`config.mk`:
```
export PLATFORM = sky130hd
export DESIGN_NAME = earliest_free_server_assigner_unit_flat
export DESIGN_NICKNAME = d
export VERILOG_FILES = /design/src/hdl/efsa_pkg.sv /design/src/hdl/efsa_chan_if.sv /design/src/hdl/efsa_argmin.sv /design/src/hdl/earliest_free_server_assigner_unit.sv /design/src/flat_wrapper.sv
export SDC_FILE = /design/constraint.sdc
export NUM_CORES = 2
export LEC_CHECK = 0
export BUFFER_PORTS_ARGS = -buffer_cell sky130_fd_sc_hd__buf_2
export CORE_ASPECT_RATIO = 0.6
export CORE_MARGIN = 2
export CORE_UTILIZATION = 30
export CTS_CLUSTER_DIAMETER = 40
export DETAILED_ROUTE_END_ITERATION = 8
export GPL_TIMING_DRIVEN = 0
export PLACE_DENSITY = 0.54
export SLEW_MARGIN = 0
export SYNTH_ARGS = -nofsm -noshare
export SYNTH_HDL_FRONTEND = slang
export SYNTH_SLANG_ARGS = --single-unit
```
`constraint.sdc`:
```
create_clock -name i_clk -period 54.2 [get_ports i_clk]
set_input_delay 16.26 -clock i_clk [delete_from_list [all_inputs] [get_ports i_clk]]
set_output_delay 16.26 -clock i_clk [all_outputs]
set_load 0.01 [all_outputs]
```
`src/hdl/efsa_pkg.sv`:
```
// ----------------------------------------------------------------------------
// efsa_pkg: shared constants for the earliest free server assigner
// Field widths, register reset value and the saturation limit.
// ----------------------------------------------------------------------------
package efsa_pkg;

    localparam int CFG_W         = 5;   // desks_in_use register
    localparam int SVC_W         = 16;  // service_time
    localparam int COST_W        = 16;  // job_cost
    localparam int DESK_W        = 4;   // chosen_desk
    localparam int ACC_W         = 32;  // time and cost accumulators
    localparam int MAX_DESKS_DEF = 16;

    localparam logic [CFG_W-1:0] DESKS_RESET = CFG_W'(16);
    localparam logic [ACC_W-1:0] ACC_MAX     = {ACC_W{1'b1}};

endpackage

```
`src/hdl/efsa_chan_if.sv`:
```
// ----------------------------------------------------------------------------
// efsa channel interfaces
// Valid/ready channels for job words in and result words out.
// ----------------------------------------------------------------------------
interface efsa_job_if;
    logic                      valid;
    logic                      ready;
    logic [efsa_pkg::SVC_W-1:0]  service_time;
    logic [efsa_pkg::COST_W-1:0] job_cost;
    logic                      last_customer;

    modport source (output valid, service_time, job_cost, last_customer, input ready);
    modport sink   (input valid, service_time, job_cost, last_customer, output ready);
endinterface

interface efsa_res_if;
    logic                        valid;
    logic                        ready;
    logic [efsa_pkg::DESK_W-1:0] chosen_desk;
    logic [efsa_pkg::ACC_W-1:0]  start_time;
    logic [efsa_pkg::ACC_W-1:0]  finish_time;
    logic [efsa_pkg::ACC_W-1:0]  desk_cost_total;
    logic [efsa_pkg::ACC_W-1:0]  makespan;
    logic                        batch_final;
    logic                        saturated;

    modport source (output valid, chosen_desk, start_time, finish_time, desk_cost_total,
                    makespan, batch_final, saturated, input ready);
    modport sink   (input valid, chosen_desk, start_time, finish_time, desk_cost_total,
                    makespan, batch_final, saturated, output ready);
endinterface

```
`src/hdl/efsa_argmin.sv`:
```
// ----------------------------------------------------------------------------
// efsa_argmin: minimum busy-until search
// Balanced compare tree over the active desks; ties go to the lower desk.
// ----------------------------------------------------------------------------
module efsa_argmin #(
    parameter int MAX_DESKS = efsa_pkg::MAX_DESKS_DEF,
    parameter int IDX_W     = (MAX_DESKS > 1) ? $clog2(MAX_DESKS) : 1
) (
    input  logic [efsa_pkg::ACC_W-1:0] i_busy [MAX_DESKS],
    input  logic [MAX_DESKS-1:0]       i_active,
    output logic [IDX_W-1:0]           o_idx,
    output logic [efsa_pkg::ACC_W-1:0] o_val
);
    import efsa_pkg::*;

    localparam int LEAVES = 1 << IDX_W;
    localparam int NODES  = 2 * LEAVES - 1;

    logic [ACC_W-1:0] node_val [NODES];
    logic [IDX_W-1:0] node_idx [NODES];
    logic             node_ok  [NODES];

    // leaves: desks past MAX_DESKS never take part
    for (genvar l = 0; l < LEAVES; l++) begin : g_leaf
        if (l < MAX_DESKS) begin : g_real
            assign node_val[LEAVES-1+l] = i_busy[l];
            assign node_ok[LEAVES-1+l]  = i_active[l];
        end else begin : g_pad
            assign node_val[LEAVES-1+l] = '0;
            assign node_ok[LEAVES-1+l]  = 1'b0;
        end
        assign node_idx[LEAVES-1+l] = IDX_W'(l);
    end

    // inner nodes: left child holds the lower indices, so it wins ties
    for (genvar n = 0; n < LEAVES - 1; n++) begin : g_node
        logic take_left;
        assign take_left = node_ok[2*n+1] &&
                           (!node_ok[2*n+2] || (node_val[2*n+1] <= node_val[2*n+2]));
        assign node_val[n] = take_left ? node_val[2*n+1] : node_val[2*n+2];
        assign node_idx[n] = take_left ? node_idx[2*n+1] : node_idx[2*n+2];
        assign node_ok[n]  = node_ok[2*n+1] || node_ok[2*n+2];
    end

    assign o_idx = node_idx[0];
    assign o_val = node_val[0];

endmodule

```
`src/hdl/earliest_free_server_assigner_unit.sv`:
```
// ----------------------------------------------------------------------------
// earliest_free_server_assigner_unit: greedy desk assignment
// Picks the earliest free active desk for each job, books the job on it and
// reports start, finish, desk cost total and the running makespan.
// ----------------------------------------------------------------------------
//
//  channel  | dir | handshake         | word
//  ---------+-----+-------------------+------------------------------------------
//  i_job    | in  | valid/ready       | service_time, job_cost, last_customer
//  o_res    | out | valid/ready       | chosen_desk, start/finish_time, cost total,
//           |     |                   | makespan, batch_final, saturated
//  i_cfg_*  | in  | write enable only | desks_in_use (5 bits)
//
//  One job word per cycle sustained while o_res is not stalled; each word passes
//  the input register, then the result register, before it shows on o_res.
//  The argmin tree over the desk registers plus one 32-bit adder sets the
//  cycle time. The desk state is updated at the same edge that loads the
//  result register, so the next job sees it immediately.
//  Reset clears all desk totals and the makespan and sets 16 desks in use.
//  A stalled o_res holds its word; i_job keeps taking a word while the input
//  register is empty or drains into the result register in that cycle.
//
module earliest_free_server_assigner_unit #(
    parameter int MAX_DESKS = efsa_pkg::MAX_DESKS_DEF
) (
    input  logic                        i_clk,
    input  logic                        i_rst_n,
    input  logic                        i_cfg_we,
    input  logic [efsa_pkg::CFG_W-1:0]  i_cfg_wdata,
    efsa_job_if.sink                    i_job,
    efsa_res_if.source                  o_res
);
    import efsa_pkg::*;

    localparam int IDX_W = (MAX_DESKS > 1) ? $clog2(MAX_DESKS) : 1;

    // ---------------- configuration ----------------
    logic [CFG_W-1:0] r_desks;

    always_ff @(posedge i_clk) begin
        if (!i_rst_n) begin
            r_desks <= DESKS_RESET;
        end else if (i_cfg_we) begin
            r_desks <= i_cfg_wdata;
        end
    end

    // desk 0 always takes part (a count of zero acts as one); desks past
    // MAX_DESKS do not exist, which clamps large counts
    logic [MAX_DESKS-1:0] w_active;
    for (genvar d = 0; d < MAX_DESKS; d++) begin : g_active
        assign w_active[d] = (d == 0) || (32'(d) < 32'(r_desks));
    end

    // ---------------- input register ----------------
    logic              r_in_valid;
    logic [SVC_W-1:0]  r_svc;
    logic [COST_W-1:0] r_cost;
    logic              r_last;
    logic              w_adv;      // input word moves into the result register
    logic              r_out_valid;

    assign w_adv       = r_in_valid && (!r_out_valid || o_res.ready);
    assign i_job.ready = !r_in_valid || w_adv;

    always_ff @(posedge i_clk) begin
        if (!i_rst_n) begin
            r_in_valid <= 1'b0;
        end else if (i_job.ready) begin
            r_in_valid <= i_job.valid;
        end
    end

    always_ff @(posedge i_clk) begin
        if (i_job.valid && i_job.ready) begin
            r_svc  <= i_job.service_time;
            r_cost <= i_job.job_cost;
            r_last <= i_job.last_customer;
        end
    end

    // ---------------- desk state and choice ----------------
    logic [ACC_W-1:0] r_busy [MAX_DESKS];
    logic [ACC_W-1:0] r_csum [MAX_DESKS];
    logic [ACC_W-1:0] r_max;

    logic [IDX_W-1:0] w_pick;
    logic [ACC_W-1:0] w_start;

    efsa_argmin #(
        .MAX_DESKS (MAX_DESKS),
        .IDX_W     (IDX_W)
    ) u_argmin (
        .i_busy   (r_busy),
        .i_active (w_active),
        .o_idx    (w_pick),
        .o_val    (w_start)
    );

    // saturating adds on the chosen desk
    logic [ACC_W:0]   w_fin_sum, w_tot_sum;
    logic [ACC_W-1:0] w_finish, w_total, w_span;
    logic             w_clip;

    assign w_fin_sum = {1'b0, w_start} + (ACC_W+1)'(r_svc);
    assign w_tot_sum = {1'b0, r_csum[w_pick]} + (ACC_W+1)'(r_cost);
    assign w_finish  = w_fin_sum[ACC_W] ? ACC_MAX : w_fin_sum[ACC_W-1:0];
    assign w_total   = w_tot_sum[ACC_W] ? ACC_MAX : w_tot_sum[ACC_W-1:0];
    assign w_clip    = w_fin_sum[ACC_W] || w_tot_sum[ACC_W];
    assign w_span    = (w_finish > r_max) ? w_finish : r_max;

    // book the job; the last job of a batch wipes everything for the next one
    always_ff @(posedge i_clk) begin
        if (!i_rst_n) begin
            for (int d = 0; d < MAX_DESKS; d++) begin
                r_busy[d] <= '0;
                r_csum[d] <= '0;
            end
            r_max <= '0;
        end else if (w_adv) begin
            if (r_last) begin
                for (int d = 0; d < MAX_DESKS; d++) begin
                    r_busy[d] <= '0;
                    r_csum[d] <= '0;
                end
                r_max <= '0;
            end else begin
                r_busy[w_pick] <= w_finish;
                r_csum[w_pick] <= w_total;
                r_max          <= w_span;
            end
        end
    end

    // ---------------- result register ----------------
    logic [DESK_W-1:0] r_desk;
    logic [ACC_W-1:0]  r_start, r_finish, r_total, r_span;
    logic              r_final, r_sat;

    always_ff @(posedge i_clk) begin
        if (!i_rst_n) begin
            r_out_valid <= 1'b0;
        end else if (w_adv) begin
            r_out_valid <= 1'b1;
        end else if (o_res.ready) begin
            r_out_valid <= 1'b0;
        end
    end

    always_ff @(posedge i_clk) begin
        if (w_adv) begin
            r_desk   <= DESK_W'(w_pick);
            r_start  <= w_start;
            r_finish <= w_finish;
            r_total  <= w_total;
            r_span   <= w_span;
            r_final  <= r_last;
            r_sat    <= w_clip;
        end
    end

    assign o_res.valid           = r_out_valid;
    assign o_res.chosen_desk     = r_desk;
    assign o_res.start_time      = r_start;
    assign o_res.finish_time     = r_finish;
    assign o_res.desk_cost_total = r_total;
    assign o_res.makespan        = r_span;
    assign o_res.batch_final     = r_final;
    assign o_res.saturated       = r_sat;

endmodule

```
`src/flat_wrapper.sv`:
```
// flat-port wrapper written by rule: the top's interface ports become plain ports
module earliest_free_server_assigner_unit_flat import efsa_pkg::*;
#(
    parameter int MAX_DESKS = efsa_pkg::MAX_DESKS_DEF
)
  (i_clk, i_rst_n, i_cfg_we, i_cfg_wdata, i_job_valid, i_job_service_time, i_job_job_cost, i_job_last_customer, i_job_ready, o_res_valid, o_res_chosen_desk, o_res_start_time, o_res_finish_time, o_res_desk_cost_total, o_res_makespan, o_res_batch_final, o_res_saturated, o_res_ready);
  efsa_job_if i_job_i ();
  efsa_res_if o_res_i ();
  input  logic i_clk;
  input  logic i_rst_n;
  input  logic i_cfg_we;
  input  logic [efsa_pkg::CFG_W-1:0] i_cfg_wdata;
  input wire logic [$bits(i_job_i.valid)-1:0] i_job_valid;
  input wire logic [$bits(i_job_i.service_time)-1:0] i_job_service_time;
  input wire logic [$bits(i_job_i.job_cost)-1:0] i_job_job_cost;
  input wire logic [$bits(i_job_i.last_customer)-1:0] i_job_last_customer;
  output wire logic [$bits(i_job_i.ready)-1:0] i_job_ready;
  output wire logic [$bits(o_res_i.valid)-1:0] o_res_valid;
  output wire logic [$bits(o_res_i.chosen_desk)-1:0] o_res_chosen_desk;
  output wire logic [$bits(o_res_i.start_time)-1:0] o_res_start_time;
  output wire logic [$bits(o_res_i.finish_time)-1:0] o_res_finish_time;
  output wire logic [$bits(o_res_i.desk_cost_total)-1:0] o_res_desk_cost_total;
  output wire logic [$bits(o_res_i.makespan)-1:0] o_res_makespan;
  output wire logic [$bits(o_res_i.batch_final)-1:0] o_res_batch_final;
  output wire logic [$bits(o_res_i.saturated)-1:0] o_res_saturated;
  input wire logic [$bits(o_res_i.ready)-1:0] o_res_ready;
  assign i_job_i.valid = i_job_valid;
  assign i_job_i.service_time = i_job_service_time;
  assign i_job_i.job_cost = i_job_job_cost;
  assign i_job_i.last_customer = i_job_last_customer;
  assign i_job_ready = i_job_i.ready;
  assign o_res_valid = o_res_i.valid;
  assign o_res_chosen_desk = o_res_i.chosen_desk;
  assign o_res_start_time = o_res_i.start_time;
  assign o_res_finish_time = o_res_i.finish_time;
  assign o_res_desk_cost_total = o_res_i.desk_cost_total;
  assign o_res_makespan = o_res_i.makespan;
  assign o_res_batch_final = o_res_i.batch_final;
  assign o_res_saturated = o_res_i.saturated;
  assign o_res_i.ready = o_res_ready;
  earliest_free_server_assigner_unit #(.MAX_DESKS(MAX_DESKS)) u_core (.i_clk(i_clk), .i_rst_n(i_rst_n), .i_cfg_we(i_cfg_we), .i_cfg_wdata(i_cfg_wdata), .i_job(i_job_i), .o_res(o_res_i));
endmodule
```
* Yosys cells after proc, flatten, opt, wreduce, memory -nomap -nowiden
Memory sizes are Yosys's and may differ from the RTL's.
Index checks and enable logic that the tools add are counted.
** Cells by class
- Add/subtract/negate cells :: 2
- Reduce and logical (&&, ||, !) cells :: 62
- Muxes and demuxes :: 68
- Bitwise operators :: 17
- $lt $le $gt $ge :: 33
** Operators with widths (number)
- $mux 32 :: 37
- $bwmux 512 :: 1
- $mux 512 :: 1
- $le 32x32->1 :: 15
- $demux 32 s4 :: 1
- $add 32x16->33 :: 2
- $lt 4x5->1 const A :: 8
- $gt 32x32->1 :: 1
- $mux 4 :: 8
- $reduce_or 32->1 :: 1
- $logic_or 1x1->1 :: 29
- $lt 3x5->1 const A :: 4
- $mux 1 :: 20
- $logic_not 1->1 :: 17
- $or 1x1->1 :: 16
- $logic_and 1x1->1 :: 14
- $lt 2x5->1 const A :: 2
- $ge 5x5->1 const B :: 1
- $lt 1x5->1 const A :: 1
- $lt 5x1->1 const B :: 1
- $not 4->5 :: 1
- $reduce_bool 2->1 :: 1
** Storage, ports and cells
- Word-level logic and storage cells :: 213
- Bits of input ports :: 43
- Flip-flop bits (word level) :: 718
- Memory bits (writable) :: 512
- Memories :: 1
- Output and inout port bits :: 136
** Memory list
- u_core.r_csum :: depth 16, width 32, rd ports 1, clocked after memory_dff 0, wr ports 16, RTL line earliest_free_server_assigner_unit.sv:84 : logic [ACC_W-1:0] r_csum [MAX_DESKS];

* Longest topological paths before layout
- Word-level depth :: 23
- Mapped depth :: 89
- Depth with buffers taken out :: 69

* Modules after synthesis
Synthesis repeated with hierarchy kept, for this count alone.
** Unflattened totals
- Cell total of the unflattened synthesis :: 6355
- Area total of the unflattened synthesis :: 66647.7 µm²
** Modules (own cells, without submodules)
- earliest_free_server_assigner_unit :: cells each 3736, times used 1, area each 47682.0 µm², seq. area each 31420.1 µm²
- efsa_argmin :: cells each 2619, times used 1, area each 18965.7 µm², seq. area each 0.0 µm²

* Worst setup path before layout
No wires, ideal clock.
- Kind :: in2out
- From :: input o_res_ready
- To :: output i_job_ready
- Slack :: 21.364 ns
- Buffers on the path :: 0
- Arrival :: 16.576 ns
- Cell stages on the path :: 2
- Data required time :: 37.940 ns
- Cells stage by stage :: nor2b_1 > nand2_1
** On the way
- Longest elaborated chain between the ends :: 3
** RTL lines
- from (decl) :: RTL line flat_wrapper.sv:26 : input wire logic [$bits(o_res_i.ready)-1:0] o_res_ready;
- $logic_or 1x1->1 :: RTL line earliest_free_server_assigner_unit.sv:63 : assign w_adv = r_in_valid && (!r_out_valid || o_res.ready);
- $logic_and 1x1->1 :: RTL line earliest_free_server_assigner_unit.sv:63
- $logic_or 1x1->1 :: RTL line earliest_free_server_assigner_unit.sv:64 : assign i_job.ready = !r_in_valid || w_adv;
- to (decl) :: RTL line flat_wrapper.sv:17 : output wire logic [$bits(i_job_i.ready)-1:0] i_job_ready;
No other way between the ends.

==> impl_metrics.csv <==
group,metric,value,unit
run_status,status,"finished with violations",
run_status,violations,"max-capacitance violations, max-slew violations",
layout,finalNetCount,7619,
route,postRouteAntennaNets,0,
route,drcViolationCount,0,
placement,dpl_cell_area,71450,sq um
critical_path,startpoint_type,"flop",
critical_path,cp_max_fo,10,
synth,synth_area,66110,sq um
critical_path,worstPathArrival,36.50,ns
cts,cts.sinks,1230,
synth,synth_area_per_cell,9.959,sq um
route,drtIter0Drc,9625,
cts,clockRootBuffer,"clkbuf_16",
grt,grt_max_degree,33,
layout,final_area,77060,sq um
hold_path,min_path_type,"reg2reg",
sta,hold_violations,0,
synth,synthDistinctLibCells,97,
critical_path,critical_path.endpoint_type,"flop",
cts,path_clk_slew,0.06,ns
sta,fmax,27.99,MHz
route,routed_wl,319.1,mm
placement,io_buffers,177,
floorplan,initial_core_util,30.19,%
sta,finalClockSkew,0.08193,ns
sta,max-slew-margin-rel,-9.729,%
critical_path,cp_common_cell,"clkbuf_1",
synth,ys_seq_elements,1230,
route,firstDrtPassIters,9,
sta,period_needed,35.73,ns
floorplan,die_h,367.6,um
route,vias,59700,
route,avgViaCountPerCell,5.933,
placement,gp_congestion,1.009,
synth,syn-num-nets,7227,
sta,grt_setup_unrepaired,"false",
synth,ys.flop_type,"edfxtp_1",
floorplan,core_area,219000,sq um
run,cap_violations,12,
cts,holdBufCountCts,0,
synth,yosysSeqAreaShare,47.53,%
cts,cts_max_level,4,
grt,grt_pass1_vias,54210,
route,wl_per_cell,31.71,um
critical_path,critPathRequiredTime,54.98,ns
layout,final_common_cell,"edfxtp_1",
grt,grtUsageTotal,27.37,%
grt,antenna_found_initial,17,
grt,grt_pass1_wl,432.0,mm
sta,tns,0,ns
grt,globalRouteOverflowTotal,0,
critical_path,slowest_delay,1.19,ns
placement,place.detailed.hpwl,244.5,mm
cts,clock_latency,0.86,ns
synth,async_reset_ff_share,0,%
critical_path,regToRegSetupSlack,18.47,ns
sta,worst_pin_slew,1.640,ns
cts,clk_path_buf_depth,4,
layout,area_growth,16.58,%
cts,numCtsBuffers,168,
layout,final_cell_mix,"edfxtp_1, nand2_1, dfxtp_1",
cts,post_cts_resized,0,
synth,synth_warnings,0,
floorplan,ios,179,
sta,min_period_over_period,65.92,%
synth,synth_edf_count,679,
floorplan,rows,133,
sta,final-setup-viol-count,0,
sta,slew_violations,101,
synth,netlist_instances,6638,
layout,drive_gt1_share,10.55,%
floorplan,die_w,610.0,um
floorplan,dieArea,224200,sq um
cts,post_cts_buffers,0,
critical_path,slowest_stage,"clkbuf_1",
critical_path,criticalPathCategory,"reg2reg",
cts,cts_tree,"built",
cell usage after synthesis (25+ instances only):
master,number,area [sq um]
edfxtp_1,679,20390
a22o_1,468,4099
buf_1,36,135.1
o211ai_1,42,315.3
inv_1,434,1629
o22ai_1,73,456.7
o21ai_0,239,1196
a31oi_1,128,800.8
ha_1,544,6807
and3_1,39,244.0
nor2_1,549,2061
o21a_1,52,390.4
a211oi_1,25,187.7
nor3_1,125,625.6
a21oi_1,480,2402
clkbuf_1,335,1257
nor4_1,34,212.7
a311oi_1,34,297.8
mux2i_1,206,2062
a21o_1,46,345.3
nor2b_1,35,219.0
or3_1,28,175.2
dfxtp_1,551,11030
buf_2,56,280.3
nand4_1,129,807.0
nand3_1,160,800.8
nand2_1,589,2211
mux2_2,83,934.7
metal layers:
layer	vias to the layer above	part of all wire, %	track usage (%)	wire (um)
li1	25430	-	-	-
met4	10	2.7	7.090	8568
met1	29520	45	41.44	143400
met3	488	17	13.25	55010
met2	4246	35	33.07	112000
met5	-	0.019	0	60
path summary, 6_finish.rpt:
path,from,to,cells after the start
hold / removal,u_core.r_busy[450]$_SDFFE_PN0P_,u_core.r_busy[450]$_SDFFE_PN0P_,1
setup / recovery,u_core.r_busy[393]$_SDFFE_PN0P_,u_core.r_max[18]$_SDFFE_PN0P_,85
hold reg to reg,u_core.r_busy[450]$_SDFFE_PN0P_,u_core.r_busy[450]$_SDFFE_PN0P_,1
setup reg to reg,u_core.r_busy[393]$_SDFFE_PN0P_,u_core.r_max[18]$_SDFFE_PN0P_,85
worst max-delay path: cells and delay by family, from the launching register on:
kind	cells	cell delay (ns)
buffers and inverters	28	19.18
AND/OR/NAND/NOR	24	5.79
adder cells (fa/ha/maj)	6	2.11
multiplexers	2	0.83
flip-flops	1	0.36
AO/OA/AOI/OAI	25	7.17
per-stage QoR:
stage                     utilization [%]  setup slack [ns]  cells  hold slack (ns)
after global routing                35.19             18.98  10060           0.4946
final                               35.19             18.47  10060           0.4834
after global placement              32.25             18.33   9717           0.4611
after floorplan                         -             21.36   6638           0.4444
after detailed placement            32.63             20.71   9760           0.4649
after CTS                           35.17             20.70  10060           0.4833
logic make-up (layout without fill, tap and decap cells):
logic type,after synthesis,in the layout,synth area share [%]
AND/OR/NAND/NOR,1842,1842,12.98
AO/OA/AOI/OAI,1797,1797,18.65
flip-flops,1230,1230,47.53
buffers and inverters,890,1408,5.349
adder cells (fa/ha/maj),546,546,10.36
multiplexers,290,290,4.556
XOR/XNOR,43,43,0.5697
other,0,5,0
flip-flops by register name, indices dropped and copies added (netlist names):
signal and count:
u_core.r_max 32, u_core.r_csum 512, u_core.r_desks 5, u_core.o_res.valid 1
u_core.r_svc 16, u_core.r_cost 16, u_core.o_res.saturated 1, u_core.o_res.finish_time 32
u_core.o_res.desk_cost_total 32, u_core.o_res.batch_final 1, u_core.o_res.chosen_desk 4, u_core.r_in_valid 1
u_core.r_last 1, u_core.o_res.start_time 32, u_core.r_busy 512, u_core.o_res.makespan 32
cell type report:
class | instances | area (sq um)
inverters | 446 | 1679
flip-flops and latches | 1230 | 31420
fillers | 21990 | 141900
repair buffers | 222 | 1637
multi-input cells | 4518 | 31250
clock buffers | 197 | 4458
diodes | 5 | 12.51
plain buffers | 444 | 1864
clock inverters | 99 | 1110
well taps | 2902 | 3631
Power is left out: the tool's default activity adds up to more than one toggle a clock period on the data nets, which glitch-free logic cannot reach.
